## config.mk

```make
export PLATFORM = sky130hd
export DESIGN_NAME = multilevel_fifo_ready_queue
export DESIGN_NICKNAME = d
export VERILOG_FILES = /design/src/hdl/mfrq_pkg.sv /design/src/hdl/mfrq_ram.sv /design/src/hdl/mfrq_ctrl.sv /design/src/hdl/mfrq_dp.sv /design/src/hdl/multilevel_fifo_ready_queue.sv
export VERILOG_INCLUDE_DIRS = /design/src /design/src/hdl
export SDC_FILE = /design/constraint.sdc
export NUM_CORES = 1
export LEC_CHECK = 0
export BUFFER_PORTS_ARGS = -buffer_cell sky130_fd_sc_hd__buf_4
export CAP_MARGIN = 5
export CELL_PAD_IN_SITES_DETAIL_PLACEMENT = 1
export CELL_PAD_IN_SITES_GLOBAL_PLACEMENT = 2
export CORE_ASPECT_RATIO = 0.9
export CORE_MARGIN = 2
export CORE_UTILIZATION = 43
export DETAILED_ROUTE_END_ITERATION = 7
export HOLD_SLACK_MARGIN = 0.02
export PLACE_DENSITY = 0.87
export SYNTH_ARGS = -nofsm -noshare
export SYNTH_HDL_FRONTEND = slang
export SYNTH_SLANG_ARGS = --single-unit
```

## constraint.sdc

```tcl
create_clock -name clk -period 6.1 [get_ports clk]
set_input_delay 0.305 -clock clk [delete_from_list [all_inputs] [get_ports clk]]
set_output_delay 0.305 -clock clk [all_outputs]
set_load 0.1 [all_outputs]
```

## src/hdl/multilevel_fifo_ready_queue_assert.svh

```systemverilog
// assertion helpers for the checks in the top-level ready queue
`ifndef MULTILEVEL_FIFO_READY_QUEUE_ASSERT_SVH
`define MULTILEVEL_FIFO_READY_QUEUE_ASSERT_SVH

// same-cycle implication
`define MFRQ_ASSERT_NOW(label, ante, cons, msg) \
    label: assert property (@(posedge clk) disable iff (!rst_n) (ante) |-> (cons)) \
        else $error(msg);

// next-cycle implication
`define MFRQ_ASSERT_NEXT(label, ante, cons, msg) \
    label: assert property (@(posedge clk) disable iff (!rst_n) (ante) |=> (cons)) \
        else $error(msg);

`endif

```

## src/hdl/mfrq_pkg.sv

```systemverilog
package mfrq_pkg;

    localparam int ID_W  = 4;
    localparam int LVL_W = 3;
    localparam int OPC_W = 3;
    localparam int ST_W  = 2;

    localparam logic [OPC_W-1:0] OPC_ADD  = 3'd0;
    localparam logic [OPC_W-1:0] OPC_POP  = 3'd1;
    localparam logic [OPC_W-1:0] OPC_PEEK = 3'd2;
    localparam logic [OPC_W-1:0] OPC_SET  = 3'd3;
    localparam logic [OPC_W-1:0] OPC_GET  = 3'd4;

    localparam logic [ST_W-1:0] ST_OK      = 2'd0;
    localparam logic [ST_W-1:0] ST_EMPTY   = 2'd1;
    localparam logic [ST_W-1:0] ST_INVALID = 2'd2;
    localparam logic [ST_W-1:0] ST_FULL    = 2'd3;

    localparam logic [LVL_W-1:0] SET_MAX_LEVEL = 3'd3;

    typedef struct packed {
        logic [OPC_W-1:0] opcode;
        logic             queue_sel;
        logic [ID_W-1:0]  task_id;
        logic [LVL_W-1:0] level;
    } req_t;

    typedef struct packed {
        logic [ST_W-1:0]  status;
        logic [ID_W-1:0]  out_id;
        logic [LVL_W-1:0] out_level;
    } rsp_t;

    typedef enum logic [4:0] {
        DP_NONE,
        DP_LOAD,
        DP_STATUS,
        DP_ADD,
        DP_HEAD_READ,
        DP_CAPT_HEAD,
        DP_LVL_READ,
        DP_CAPT_GET,
        DP_SET_START,
        DP_SCAN_READ,
        DP_POS_INC,
        DP_SHIFT_READ,
        DP_SHIFT_WRITE,
        DP_COUNT_DEC,
        DP_APPEND,
        DP_NEXT_TABLE,
        DP_PUSH
    } dp_op_t;

    typedef struct packed {
        dp_op_t          op;
        logic [ST_W-1:0] st;
    } dp_cmd_t;

    typedef struct packed {
        logic [OPC_W-1:0] opcode;
        logic             add_bad;
        logic             set_bad;
        logic             get_bad;
        logic             tgt_full;
        logic             nonempty;
        logic             same_level;
        logic             scan_more;
        logic             hit;
        logic             shift_more;
        logic             tbl_last;
        logic             out_free;
    } dp_stat_t;

endpackage

```

## src/hdl/mfrq_ram.sv

```systemverilog
module mfrq_ram #(
    parameter int WIDTH = 4,
    parameter int DEPTH = 16
) (
    input  logic                     clk,
    input  logic                     we,
    input  logic [$clog2(DEPTH)-1:0] waddr,
    input  logic [WIDTH-1:0]         wdata,
    input  logic                     re,
    input  logic [$clog2(DEPTH)-1:0] raddr,
    output logic [WIDTH-1:0]         rdata
);

    logic [WIDTH-1:0] mem [DEPTH];

    always_ff @(posedge clk)
    begin
        if (we)
        begin
            mem[waddr] <= wdata;
        end
        if (re)
        begin
            rdata <= mem[raddr];
        end
    end

endmodule

```

## src/hdl/mfrq_ctrl.sv

```systemverilog
module mfrq_ctrl (
    input  logic               clk,
    input  logic               rst_n,
    input  logic               req_valid,
    output logic               req_ready,
    input  mfrq_pkg::dp_stat_t stat,
    output mfrq_pkg::dp_cmd_t  cmd
);
    import mfrq_pkg::*;

    typedef enum logic [3:0] {
        S_IDLE,
        S_DECODE,
        S_HEAD,
        S_GET_LVL,
        S_SET_LVL,
        S_SCAN_RD,
        S_SCAN_CHK,
        S_SHIFT_RD,
        S_SHIFT_WR,
        S_APPEND,
        S_NEXT_TBL,
        S_FINISH
    } state_t;

    state_t state_reg;
    state_t state_next;

    always_comb
    begin
        state_next = state_reg;
        cmd.op     = DP_NONE;
        cmd.st     = ST_OK;
        req_ready  = 1'b0;
        case (state_reg)
            S_IDLE:
            begin
                req_ready = 1'b1;
                if (req_valid)
                begin
                    cmd.op     = DP_LOAD;
                    state_next = S_DECODE;
                end
            end
            S_DECODE:
            begin
                state_next = S_FINISH;
                case (stat.opcode)
                    OPC_ADD:
                    begin
                        if (stat.add_bad)
                        begin
                            cmd.op = DP_STATUS;
                            cmd.st = ST_INVALID;
                        end
                        else if (stat.tgt_full)
                        begin
                            cmd.op = DP_STATUS;
                            cmd.st = ST_FULL;
                        end
                        else
                        begin
                            cmd.op = DP_ADD;
                        end
                    end
                    OPC_POP, OPC_PEEK:
                    begin
                        if (!stat.nonempty)
                        begin
                            cmd.op = DP_STATUS;
                            cmd.st = ST_EMPTY;
                        end
                        else
                        begin
                            cmd.op     = DP_HEAD_READ;
                            state_next = S_HEAD;
                        end
                    end
                    OPC_SET:
                    begin
                        if (stat.set_bad)
                        begin
                            cmd.op = DP_STATUS;
                            cmd.st = ST_INVALID;
                        end
                        else
                        begin
                            cmd.op     = DP_LVL_READ;
                            state_next = S_SET_LVL;
                        end
                    end
                    OPC_GET:
                    begin
                        if (stat.get_bad)
                        begin
                            cmd.op = DP_STATUS;
                            cmd.st = ST_INVALID;
                        end
                        else
                        begin
                            cmd.op     = DP_LVL_READ;
                            state_next = S_GET_LVL;
                        end
                    end
                    default:
                    begin
                        cmd.op = DP_STATUS;
                        cmd.st = ST_INVALID;
                    end
                endcase
            end
            S_HEAD:
            begin
                cmd.op     = DP_CAPT_HEAD;
                state_next = (stat.opcode == OPC_PEEK) ? S_FINISH : S_SHIFT_RD;
            end
            S_GET_LVL:
            begin
                cmd.op     = DP_CAPT_GET;
                state_next = S_FINISH;
            end
            S_SET_LVL:
            begin
                if (stat.same_level)
                begin
                    state_next = S_FINISH;
                end
                else
                begin
                    cmd.op     = DP_SET_START;
                    state_next = S_SCAN_RD;
                end
            end
            S_SCAN_RD:
            begin
                if (stat.scan_more)
                begin
                    cmd.op     = DP_SCAN_READ;
                    state_next = S_SCAN_CHK;
                end
                else
                begin
                    state_next = S_NEXT_TBL;
                end
            end
            S_SCAN_CHK:
            begin
                if (stat.hit)
                begin
                    state_next = S_SHIFT_RD;
                end
                else
                begin
                    cmd.op     = DP_POS_INC;
                    state_next = S_SCAN_RD;
                end
            end
            S_SHIFT_RD:
            begin
                if (stat.shift_more)
                begin
                    cmd.op     = DP_SHIFT_READ;
                    state_next = S_SHIFT_WR;
                end
                else
                begin
                    cmd.op     = DP_COUNT_DEC;
                    state_next = (stat.opcode == OPC_POP) ? S_FINISH : S_APPEND;
                end
            end
            S_SHIFT_WR:
            begin
                cmd.op     = DP_SHIFT_WRITE;
                state_next = S_SHIFT_RD;
            end
            S_APPEND:
            begin
                if (stat.tgt_full)
                begin
                    cmd.op = DP_STATUS;
                    cmd.st = ST_FULL;
                end
                else
                begin
                    cmd.op = DP_APPEND;
                end
                state_next = S_NEXT_TBL;
            end
            S_NEXT_TBL:
            begin
                if (stat.tbl_last)
                begin
                    state_next = S_FINISH;
                end
                else
                begin
                    cmd.op     = DP_NEXT_TABLE;
                    state_next = S_SCAN_RD;
                end
            end
            S_FINISH:
            begin
                if (stat.out_free)
                begin
                    cmd.op     = DP_PUSH;
                    state_next = S_IDLE;
                end
            end
            default:
            begin
                state_next = S_IDLE;
            end
        endcase
    end

    always_ff @(posedge clk or negedge rst_n)
    begin
        if (!rst_n)
        begin
            state_reg <= S_IDLE;
        end
        else
        begin
            state_reg <= state_next;
        end
    end

endmodule

```

## src/hdl/mfrq_dp.sv

```systemverilog
module mfrq_dp #(
    parameter int MAX_TASKS = 16,
    parameter int LEVELS    = 5
) (
    input  logic               clk,
    input  logic               rst_n,
    input  mfrq_pkg::dp_cmd_t  cmd,
    input  mfrq_pkg::req_t     req,
    output mfrq_pkg::dp_stat_t stat,
    output logic               rsp_valid,
    input  logic               rsp_ready,
    output mfrq_pkg::rsp_t     rsp
);
    import mfrq_pkg::*;

    localparam int PW    = $clog2(MAX_TASKS);
    localparam int CW    = $clog2(MAX_TASKS + 1);
    localparam int LW    = $clog2(LEVELS);
    localparam int AW    = $clog2(2 * LEVELS * MAX_TASKS);
    localparam int CMPW  = (CW > ID_W) ? CW : ID_W;
    localparam int LVCW  = LVL_W + 1;

    req_t              req_reg;
    req_t              req_next;
    rsp_t              res_reg;
    rsp_t              res_next;
    rsp_t              rsp_reg;
    rsp_t              rsp_next;
    logic              rsp_valid_reg;
    logic              rsp_valid_next;
    logic              tbl_reg;
    logic              tbl_next;
    logic [LW-1:0]     wl_reg;
    logic [LW-1:0]     wl_next;
    logic [LW-1:0]     old_reg;
    logic [LW-1:0]     old_next;
    logic [CW-1:0]     pos_reg;
    logic [CW-1:0]     pos_next;
    logic [CW-1:0]     cnt_reg  [2][LEVELS];
    logic [CW-1:0]     cnt_next [2][LEVELS];
    logic [MAX_TASKS-1:0] lvl_vld_reg;
    logic [MAX_TASKS-1:0] lvl_vld_next;

    logic [PW-1:0]     id_idx;
    logic              id_big;
    logic              lv_big;
    logic              req_lv_ok;
    logic [LW-1:0]     lv_clamp;
    logic [CW-1:0]     cnt_cur;
    logic [CW-1:0]     pos_p1;
    logic [LW-1:0]     hi;
    logic              nonempty;
    logic [LVL_W-1:0]  lvl_val;

    logic              slot_we;
    logic [AW-1:0]     slot_waddr;
    logic [ID_W-1:0]   slot_wdata;
    logic              slot_re;
    logic [AW-1:0]     slot_raddr;
    logic [ID_W-1:0]   slot_rdata;
    logic              lvl_we;
    logic              lvl_re;
    logic [LVL_W-1:0]  lvl_rdata;

    function automatic logic [AW-1:0] slot_addr(input logic t, input logic [LW-1:0] lv,
                                                input logic [PW-1:0] p);
        logic [AW-1:0] row;
        row = AW'(t) * AW'(LEVELS) + AW'(lv);
        return row * AW'(MAX_TASKS) + AW'(p);
    endfunction

    // task id and level checks
    assign id_idx    = PW'(req_reg.task_id);
    assign id_big    = CMPW'(req_reg.task_id) >= CMPW'(MAX_TASKS);
    assign lv_big    = {1'b0, req_reg.level} >= LVCW'(LEVELS);
    assign req_lv_ok = {1'b0, req.level} < LVCW'(LEVELS);
    assign lv_clamp  = lv_big ? '0 : LW'(req_reg.level);

    assign cnt_cur = cnt_reg[tbl_reg][wl_reg];
    assign pos_p1  = pos_reg + CW'(1);
    assign lvl_val = lvl_vld_reg[id_idx] ? lvl_rdata : LVL_W'(LEVELS - 1);

    // highest non-empty level of the current table
    always_comb
    begin
        hi       = '0;
        nonempty = 1'b0;
        for (int i = LEVELS - 1; i >= 0; i--)
        begin
            if (cnt_reg[tbl_reg][i] != '0)
            begin
                hi       = LW'(i);
                nonempty = 1'b1;
            end
        end
    end

    always_comb
    begin
        stat.opcode     = req_reg.opcode;
        stat.add_bad    = id_big || lv_big;
        stat.get_bad    = id_big;
        stat.set_bad    = id_big || (req_reg.task_id == '0) || lv_big
                          || (req_reg.level > SET_MAX_LEVEL);
        stat.tgt_full   = cnt_cur == CW'(MAX_TASKS);
        stat.nonempty   = nonempty;
        stat.same_level = lvl_val == req_reg.level;
        stat.scan_more  = pos_reg < cnt_cur;
        stat.hit        = slot_rdata == req_reg.task_id;
        stat.shift_more = pos_p1 < cnt_cur;
        stat.tbl_last   = tbl_reg;
        stat.out_free   = !rsp_valid_reg || rsp_ready;
    end

    // slot memory access
    always_comb
    begin
        slot_we    = (cmd.op == DP_ADD) || (cmd.op == DP_APPEND) || (cmd.op == DP_SHIFT_WRITE);
        slot_waddr = slot_addr(tbl_reg, wl_reg, cnt_cur[PW-1:0]);
        slot_wdata = req_reg.task_id;
        if (cmd.op == DP_SHIFT_WRITE)
        begin
            slot_waddr = slot_addr(tbl_reg, wl_reg, pos_reg[PW-1:0]);
            slot_wdata = slot_rdata;
        end
        slot_re = (cmd.op == DP_HEAD_READ) || (cmd.op == DP_SCAN_READ)
                  || (cmd.op == DP_SHIFT_READ);
        case (cmd.op)
            DP_HEAD_READ:  slot_raddr = slot_addr(tbl_reg, hi, '0);
            DP_SHIFT_READ: slot_raddr = slot_addr(tbl_reg, wl_reg, pos_p1[PW-1:0]);
            default:       slot_raddr = slot_addr(tbl_reg, wl_reg, pos_reg[PW-1:0]);
        endcase
    end

    assign lvl_we = (cmd.op == DP_ADD) || (cmd.op == DP_SET_START);
    assign lvl_re = cmd.op == DP_LVL_READ;

    always_comb
    begin
        req_next       = req_reg;
        res_next       = res_reg;
        rsp_next       = rsp_reg;
        rsp_valid_next = rsp_valid_reg && !rsp_ready;
        tbl_next       = tbl_reg;
        wl_next        = wl_reg;
        old_next       = old_reg;
        pos_next       = pos_reg;
        cnt_next       = cnt_reg;
        lvl_vld_next   = lvl_vld_reg;
        case (cmd.op)
            DP_LOAD:
            begin
                req_next = req;
                res_next = '{status: ST_OK, out_id: '0, out_level: '0};
                tbl_next = (req.opcode == OPC_PEEK) ? 1'b0 : req.queue_sel;
                wl_next  = req_lv_ok ? LW'(req.level) : '0;
                pos_next = '0;
            end
            DP_STATUS:
            begin
                res_next.status = cmd.st;
            end
            DP_ADD:
            begin
                cnt_next[tbl_reg][wl_reg] = cnt_cur + CW'(1);
                lvl_vld_next[id_idx]      = 1'b1;
            end
            DP_HEAD_READ:
            begin
                wl_next  = hi;
                pos_next = '0;
            end
            DP_CAPT_HEAD:
            begin
                res_next.out_id    = slot_rdata;
                res_next.out_level = LVL_W'(wl_reg);
            end
            DP_CAPT_GET:
            begin
                res_next.out_level = lvl_val;
            end
            DP_SET_START:
            begin
                wl_next              = LW'(lvl_val);
                old_next             = LW'(lvl_val);
                tbl_next             = 1'b0;
                pos_next             = '0;
                lvl_vld_next[id_idx] = 1'b1;
            end
            DP_POS_INC, DP_SHIFT_WRITE:
            begin
                pos_next = pos_p1;
            end
            DP_COUNT_DEC:
            begin
                cnt_next[tbl_reg][wl_reg] = cnt_cur - CW'(1);
                wl_next                   = lv_clamp;
            end
            DP_APPEND:
            begin
                cnt_next[tbl_reg][wl_reg] = cnt_cur + CW'(1);
            end
            DP_NEXT_TABLE:
            begin
                tbl_next = 1'b1;
                wl_next  = old_reg;
                pos_next = '0;
            end
            DP_PUSH:
            begin
                rsp_next       = res_reg;
                rsp_valid_next = 1'b1;
            end
            default:
            begin
            end
        endcase
    end

    always_ff @(posedge clk or negedge rst_n)
    begin
        if (!rst_n)
        begin
            rsp_valid_reg <= 1'b0;
            tbl_reg       <= 1'b0;
            wl_reg        <= '0;
            old_reg       <= '0;
            pos_reg       <= '0;
            cnt_reg       <= '{default: '0};
            lvl_vld_reg   <= '0;
        end
        else
        begin
            rsp_valid_reg <= rsp_valid_next;
            tbl_reg       <= tbl_next;
            wl_reg        <= wl_next;
            old_reg       <= old_next;
            pos_reg       <= pos_next;
            cnt_reg       <= cnt_next;
            lvl_vld_reg   <= lvl_vld_next;
        end
    end

    always_ff @(posedge clk)
    begin
        req_reg <= req_next;
        res_reg <= res_next;
        rsp_reg <= rsp_next;
    end

    assign rsp_valid = rsp_valid_reg;
    assign rsp       = rsp_reg;

    // task ids of both tables, one row of MAX_TASKS per level
    mfrq_ram #(
        .WIDTH (ID_W),
        .DEPTH (2 * LEVELS * MAX_TASKS)
    ) u_slot_ram (
        .clk   (clk),
        .we    (slot_we),
        .waddr (slot_waddr),
        .wdata (slot_wdata),
        .re    (slot_re),
        .raddr (slot_raddr),
        .rdata (slot_rdata)
    );

    // per-task level, unwritten entries read as the lowest level
    mfrq_ram #(
        .WIDTH (LVL_W),
        .DEPTH (MAX_TASKS)
    ) u_lvl_ram (
        .clk   (clk),
        .we    (lvl_we),
        .waddr (id_idx),
        .wdata (req_reg.level),
        .re    (lvl_re),
        .raddr (id_idx),
        .rdata (lvl_rdata)
    );

endmodule

```

## src/hdl/multilevel_fifo_ready_queue.sv

```systemverilog
// channel | valid     | ready     | payload
// request | req_valid | req_ready | req (opcode, queue_sel, task_id, level)
// result  | rsp_valid | rsp_ready | rsp (status, out_id, out_level)
//
// one request at a time
// pop reads the head, then moves each entry behind it forward with a slot ram read and a write
// set priority scans the old level of each table and moves a task it finds there to the new level
// no clearing pass after reset: level counts and per-task valid bits reset at once
// a finished result waits in the output register; the next request is taken meanwhile
`include "multilevel_fifo_ready_queue_assert.svh"

module multilevel_fifo_ready_queue #(
    parameter int MAX_TASKS = 16,
    parameter int LEVELS    = 5
) (
    input  logic           clk,
    input  logic           rst_n,
    input  logic           req_valid,
    output logic           req_ready,
    input  mfrq_pkg::req_t req,
    output logic           rsp_valid,
    input  logic           rsp_ready,
    output mfrq_pkg::rsp_t rsp
);
    import mfrq_pkg::*;

    dp_cmd_t  dp_cmd;
    dp_stat_t dp_stat;

    mfrq_ctrl u_ctrl (
        .clk       (clk),
        .rst_n     (rst_n),
        .req_valid (req_valid),
        .req_ready (req_ready),
        .stat      (dp_stat),
        .cmd       (dp_cmd)
    );

    mfrq_dp #(
        .MAX_TASKS (MAX_TASKS),
        .LEVELS    (LEVELS)
    ) u_dp (
        .clk       (clk),
        .rst_n     (rst_n),
        .cmd       (dp_cmd),
        .req       (req),
        .stat      (dp_stat),
        .rsp_valid (rsp_valid),
        .rsp_ready (rsp_ready),
        .rsp       (rsp)
    );

    `MFRQ_ASSERT_NEXT(a_busy_after_accept, req_valid && req_ready, !req_ready,
        "request taken while previous item still in progress")
    `MFRQ_ASSERT_NOW(a_rsp_from_work, $rose(rsp_valid), !$past(req_ready),
        "result appeared without an item in progress")
    `MFRQ_ASSERT_NOW(a_fail_clean,
        rsp_valid && (rsp.status == ST_EMPTY || rsp.status == ST_INVALID),
        rsp.out_id == '0 && rsp.out_level == '0,
        "failed item returned a nonzero id or level")

endmodule
```

==> flow_metrics.env, run 1 <==
export IMPL_diodes=0
export IMPL_vias=23400
export IMPL_setup_viol_count_final=0
export IMPL_regToRegEndpoint="u_dp.u_slot_ram.rdata[2]"
export IMPL_hold_start="rsp_ready"
export IMPL_core_area_mm2=0.0798
export IMPL_critPathLaunchType="flip-flop"
export IMPL_die_area_mm2=0.0833
export IMPL_synthMuxAreaShare_pct=7.11
export IMPL_final_common_cell="edfxtp_1"
export IMPL_largest_reg_flops=640
export IMPL_slew_headroom_pct=22.0
export IMPL_die_h_um=274
export IMPL_hpwl_um=67300
export IMPL_ant_nets=0
export IMPL_synth_edf_count=723
export IMPL_fmax_mhz=175
export IMPL_maxSlewViolCount=0
export IMPL_grt_pass1_wl_um=156000
export IMPL_min_path_cells=3
export IMPL_place_inst=3682
export IMPL_drc=0
export IMPL_max_cap_viol_count=0
export IMPL_avgSynthCellArea_um2=12.9
export IMPL_rows=98
export IMPL_detail_route_iter0_violations=2601
export IMPL_powerDensity_mw_per_mm2=501
export IMPL_die_w_um=304
export IMPL_h_tree_depth=3
export IMPL_synth_warnings=0
export IMPL_wire_per_inst_um=26.9
export IMPL_cts_tree="built"
export IMPL_grt_max_degree=86
export IMPL_path_max_fanout=63
export IMPL_track_usage_pct=24.7
export IMPL_syn_nets=2725
export IMPL_r2r_cells=18
export IMPL_synth_top_family_by_area="simple AND/OR/NAND/NOR gates"
export IMPL_arrival_ps=6230
export IMPL_worst_pin_slew_ps=1170
export IMPL_grt_ovfl_total=0
export IMPL_ys_flop_type="edfxtp_1"
export IMPL_fin_crit_sh_pct=93.6
export IMPL_final_cell_mix="723 x edfxtp_1, 506 x nand2_1, 275 x nor2_1"
export IMPL_hold_end="u_ctrl.state_reg[0]"
export IMPL_gp_congestion=0.894
export IMPL_pin_count=26
export IMPL_via_per_inst=6.07
export IMPL_regToRegSetupSlack_ps=390
export IMPL_synth_cell_types=78
export IMPL_peakVddDrop_v=0.000367
export IMPL_routed_wirelength_um=104000
export IMPL_hold_viol_final=0
export IMPL_end_kind="flip-flop"
export IMPL_synth_xor_area_share_pct=0.528
export IMPL_finalSetupTns_ps=0
export IMPL_grt_pass1_vias=24300
export IMPL_status="completed"
export IMPL_min_path_type="primary input to flip-flop"
export IMPL_cp_required_ps=6620
export IMPL_p_leak_nw=13.4
export IMPL_synth_area_mm2=0.0348
export IMPL_fin_ws_ps=388
export IMPL_antenna_found_initial=5
export IMPL_synthArstFlopShare_pct=10.3
export IMPL_clk_pin_slew_ps=60
export IMPL_cts_buffers_inserted=84
export IMPL_cts_sinks=806
export IMPL_ys_ff_latch=806
export IMPL_synthAdderAreaFrac_pct=0.683
export IMPL_portBuffers=25
export IMPL_synth_compound_area_share_pct=6.67
export IMPL_path_class="flip-flop to flip-flop"
export IMPL_netlist_instances=2691
export IMPL_cts_buffer_depth=3
export IMPL_drive_gt1_share_pct=11.9
export IMPL_period_needed_ps=5710
export IMPL_ys_seq_area_share_pct=68.3
export IMPL_reg2reg_from="u_dp.wl_reg[2]"
export IMPL_nets=2766
export IMPL_root_buffer="clkbuf_16"
export IMPL_clk_latency_ps=650
export IMPL_initial_core_util_pct=43.6
export IMPL_synth_simple_area_share_pct=14.4
export IMPL_rsz0062_at_grt="false"
export IMPL_pre_cts_ws_ps=8.44
export IMPL_area_delta_synth_final_pct=12.5
export IMPL_fin_cells=3851
export IMPL_finClkSkew_ps=26.0
export IMPL_drt_pass1_iterations=8
worst max path at each step:
stage	slack [ps]	startpoint	cells after the start	to
6_report	390	u_dp.wl_reg[2]	18	u_dp.u_slot_ram.rdata[2]
5_1_grt	90	u_dp.wl_reg[2]	16	u_dp.u_slot_ram.rdata[1]
4_1_cts	130	u_dp.tbl_reg	17	u_dp.u_slot_ram.rdata[1]
3_5_place_dp	8	u_dp.tbl_reg	17	u_dp.u_slot_ram.rdata[1]
3_3_place_gp	280	u_dp.tbl_reg	17	u_dp.u_slot_ram.rdata[0]
2_1_floorplan	1280	u_dp.tbl_reg	18	u_dp.u_slot_ram.rdata[0]
stage by stage:
stage               utilization [%]  area (µm²)  power [mW]  hold WS, ps
global route                   49.1       39200        20.3         95.0
global placement               45.4       36300        14.2          209
floorplan                         -       34800        11.5         9.41
CTS                            49.0       39100        19.6         56.2
finish                         49.1       39200        19.6         77.8
detailed placement             45.4       36300        14.4          212
metal layers:
| layer | vias up | track usage, % | wire length [µm] |
|---|---|---|---|
| met3 | 221 | 4.20 | 8390 |
| met2 | 1039 | 39.8 | 48000 |
| met5 | - | 0 | 23 |
| li1 | 10100 | - | - |
| met1 | 12000 | 34.4 | 44100 |
| met4 | 4 | 8.00 | 3170 |
cell families (layout without fill, tap and decap cells):
family                   Yosys count  in the layout
XOR/XNOR                          21             21
flip-flops                       806            806
AO/OA/AOI/OAI                    322            322
multiplexers                     210            210
adder cells (fa/ha/maj)           19             19
buffers and inverters            163            273
AND/OR/NAND/NOR                 1150           1150
synth_stat cells (all sizes together) (5+ instances only):
cell type | count | area share [%]
edfxtp | 723 | 62
nand2 | 510 | 5.5
nor2 | 282 | 3.1
nand3 | 194 | 2.8
mux2i | 136 | 3.9
buf | 92 | 1.5
dfrtp | 83 | 6.0
o21ai | 58 | 0.83
clkbuf | 54 | 0.58
and3 | 50 | 0.90
mux2 | 49 | 1.6
a21oi | 45 | 0.65
a31oi | 40 | 0.72
a221oi | 31 | 0.80
mux4 | 25 | 1.6
ha | 19 | 0.68
or2 | 19 | 0.34
a32oi | 17 | 0.43
nor3 | 17 | 0.24
inv | 16 | 0.17
nand4 | 16 | 0.29
xnor2 | 16 | 0.40
a211oi | 14 | 0.30
o211ai | 14 | 0.32
a311oi | 12 | 0.32
o22ai | 12 | 0.26
a22oi | 11 | 0.24
nor2b | 11 | 0.20
nand2b | 10 | 0.18
a2111oi | 8 | 0.20
o2111ai | 8 | 0.20
o21a | 7 | 0.15
a21o | 6 | 0.13
nor4 | 6 | 0.11
a221o | 5 | 0.14
a32o | 5 | 0.14
or3 | 5 | 0.090
xor2 | 5 | 0.13
cell type report:
class                      instances  area, µm²
fill                            7952      40700
sequential                       806      23800
multi-input combinational       1722      10300
clock buffer                     100       2190
tap                             1050       1310
timing repair buffer             101        928
clock inverter                    55        544
inverter                          17       63.8
what timing repair did:
action / 4_1_cts / 5_1_grt
resized for setup: 1 / 4
setup endpoints to repair: 1 / 4
buffers inserted: 0 / 1
hold buffers: 13 / 0
cloned: 0 / 0
pin swaps: 0 / 1
endpoints found under the hold margin: 30 / 0
worst max-delay path, stage by stage (launching register included):
cell,delay (ps)
dfrtp_1,530
inv_1,190
or3_1,460
o22ai_1,420
inv_1,200
ha_1,240
a21oi_1,220
o2111ai_2,250
a31o_2,270
nand2_1,170
a2bb2oi_4,560
buf_12,380
buf_4,260
nand2_1,60
and3_1,170
a31oi_1,210
a2111oi_0,160
a22oi_1,500
o211a_1,240
report_power, final:
group	switching, mW	internal (mW)	total [mW]
sequential	0.391	6.77	7.17
combinational	5.22	2.09	7.31
clock	2.22	2.93	5.15
Note: power is estimated with default switching activity, not from simulation.
==> inputs of run 2 (changes only) <==
Settings changed: CORE_MARGIN 2 to not set.
Clock period 6.1 ns to 5.94 ns, I/O delays scaled along.
==> run 2 against run 1 <==
  * The run now ends with DRC left
  * Hold slack worse by 4.1 ps
  * Fmax is 1.1% higher
  * Non-clock buffer count is 2 lower
  * Clock power is 4% higher
  * Clock skew is 6.6 ps higher
  * Sequential share of layout area hardly changed
  * First-iteration DRC count is 0.73% higher
  * Global-route usage is 0.37 points higher
  * Largest cell class unchanged
  * Cell count hardly changed
  * Combinational power is 3% higher
  * Clock-buffer cell count is 7 higher
  * Utilization hardly changed
==> flow_metrics.env, run 2 (synthesis gave the netlist of run 1 again) <==
export IMPL_status="complete, but fails checks"
export IMPL_failed_checks="DRC"
export IMPL_finClkSkew_ps=32.6
export IMPL_fmax_mhz=177
export IMPL_clk_latency_ps=650
export IMPL_max_cap_viol_count=0
export IMPL_worst_pin_slew_ps=1310
export IMPL_power_frac_clock_pct=26.5
export IMPL_h_tree_depth=3
export IMPL_routed_wirelength_um=104000
export IMPL_grt_pass1_wl_um=155000
export IMPL_grt_max_degree=161
export IMPL_internal_power_mw=12.2
export IMPL_portBuffers=25
export IMPL_cts_buffers_inserted=85
export IMPL_fill_cells=8007
export IMPL_drt_pass1_iterations=8
export IMPL_peakVddDrop_v=0.000481
export IMPL_seqPwrFrac_pct=36.3
export IMPL_regArea_mm2=0.0238
export IMPL_p_sw_mw=7.99
export IMPL_hold_end="u_ctrl.state_reg[0]"
export IMPL_max_stage_delay_ps=530
export IMPL_final_cell_mix="723 x edfxtp_1, 506 x nand2_1, 274 x nor2_1"
export IMPL_die_w_um=302
export IMPL_fin_crit_sh_pct=95.1
export IMPL_cts_buffer_depth=3
export IMPL_arrival_ps=6030
export IMPL_multiInputGateArea_mm2=0.0103
export IMPL_cts_sinks=806
export IMPL_cts_tree="built"
export IMPL_core_area_mm2=0.0798
export IMPL_path_class="flip-flop to flip-flop"
export IMPL_regToRegEndpoint="u_dp.u_slot_ram.rdata[1]"
export IMPL_antenna_found_initial=2
export IMPL_min_path_type="primary input to flip-flop"
export IMPL_hold_start="rsp_ready"
export IMPL_path_max_fanout=51
export IMPL_end_kind="flip-flop"
export IMPL_clk_pin_slew_ps=60
export IMPL_place_inst=3678
export IMPL_period_needed_ps=5650
export IMPL_nets=2765
export IMPL_reg2reg_from="u_dp.wl_reg[2]"
export IMPL_fin_cells=3850
export IMPL_final_common_cell="edfxtp_1"
export IMPL_setup_viol_count_final=0
export IMPL_vias=23500
export IMPL_hold_viol_final=0
export IMPL_ant_nets=0
export IMPL_diodes=0
export IMPL_regToRegSetupSlack_ps=290
export IMPL_root_buffer="clkbuf_16"
export IMPL_grt_ovfl_total=0
export IMPL_detail_route_iter0_violations=2620
export IMPL_initial_core_util_pct=43.6
export IMPL_area_delta_synth_final_pct=12.5
export IMPL_r2r_cells=17
export IMPL_drive_gt1_share_pct=11.7
export IMPL_rsz0062_at_grt="false"
export IMPL_track_usage_pct=25.1
export IMPL_pin_count=26
export IMPL_p_leak_nw=13.4
export IMPL_slew_headroom_pct=12.8
export IMPL_hpwl_um=66300
export IMPL_critical_path_slowest_cell="dfrtp_1"
export IMPL_grt_pass1_vias=24200
export IMPL_crit_chain="inv_1 > or3_1 > o22ai_1 > inv_1 > ha_1 > a21oi_1 > o2111ai_1 > a211oi_2 > o21ai_0 > o21ai_4 > clkbuf_16 > mux2i_1 > mux2_2 > o22ai_1 > a31oi_1 > o211ai_1 > o2111a_1"
export IMPL_via_per_inst=6.11
export IMPL_powerDensity_mw_per_mm2=515
export IMPL_die_area_mm2=0.0821
export IMPL_cp_required_ps=6320
export IMPL_p_sw_share_pct=39.6
export IMPL_maxSlewViolCount=0
export IMPL_rows=98
export IMPL_finalSetupTns_ps=0
export IMPL_p_comb_share_pct=37.2
export IMPL_wire_per_inst_um=26.9
export IMPL_gp_congestion=0.912
export IMPL_largest_reg_flops=640
export IMPL_drc=7
export IMPL_die_h_um=272
export IMPL_critPathLaunchType="flip-flop"
export IMPL_min_path_cells=3
==> run 2: cell types whose count changed in the layout (fill, tap and decap cells not counted), sizes merged <==
cell	previous run	this run
buf	88	85
bufinv	8	9
clkinvlp	4	3
clkinv	40	34
clkbuf	100	108
==> run 2: layout make-up <==
class,count,share of cell area (%)
Clock buffer,107,5.80
Clock inverter,49,1.27
Inverter,17,0.163
Multi-Input combinational cell,1722,26.4
Sequential cell,806,60.7
Tap cell,1050,3.35
Timing Repair Buffer,99,2.32
==> run 2: how the worst max path moves through the flow <==
stage          slack [ps]                       end  cells past startpoint           start
6_report              290  u_dp.u_slot_ram.rdata[1]                     17  u_dp.wl_reg[2]
5_1_grt                10  u_dp.u_slot_ram.rdata[0]                     17  u_dp.wl_reg[2]
4_1_cts                80  u_dp.u_slot_ram.rdata[3]                     17    u_dp.tbl_reg
3_5_place_dp          100  u_dp.u_slot_ram.rdata[3]                     17    u_dp.tbl_reg
3_3_place_gp          380  u_dp.u_slot_ram.rdata[3]                     17    u_dp.tbl_reg
2_1_floorplan        1120  u_dp.u_slot_ram.rdata[0]                     18    u_dp.tbl_reg
==> run 2: power by group through the flow <==
stage,Combinational [mW],Sequential (mW),Clock (mW)
CTS,7.35,7.32,5.42
global route,7.90,7.37,5.60
global placement,7.06,7.41,0
detailed placement,7.30,7.44,0
floorplan,4.41,7.38,0
finish,7.50,7.33,5.35
==> run 2: per-stage QoR <==
step                      utilization [%]  cell area (µm²)  hold slack, ps  total power [mW]  worst slack [ps]
final                                49.1            39200            73.7              20.2               288
after CTS                            49.0            39100            36.7              20.1              76.3
after global placement               45.4            36200             216              14.5               377
after floorplan                         -            34800            1.41              11.8              1120
after detailed placement             45.4            36200             231              14.7              99.7
after global routing                 49.1            39200             103              20.9              14.0
==> run 2: repair_timing <==
| action | CTS | global route |
|---|---|---|
| hold buffers | 13 | 0 |
| setup endpoints to repair | 0 | 4 |
| resized for setup | 0 | 6 |
| endpoints found under the hold margin | 34 | 0 |
| setup buffers | 0 | 2 |
==> run 2: worst max-delay path, delay by kind of cell, from the launching register on <==
kind / cells / cell delay (ps)
muxes: 2 / 450
buffers and inverters: 3 / 790
DFF: 1 / 530
adders and majority gates: 1 / 230
AOI/OAI and AO/OA: 10 / 2900
and+or+nand+nor: 1 / 450
==> run 2: routing by layer <==
layer / track usage (%) / wire length [µm] / vias to the layer above
met5: 0 / 26 / -
met1: 35.0 / 44400 / 12200
met3: 5.51 / 8370 / 194
li1: - / - / 10100
met4: 6.73 / 2670 / 4
met2: 39.7 / 48200 / 989
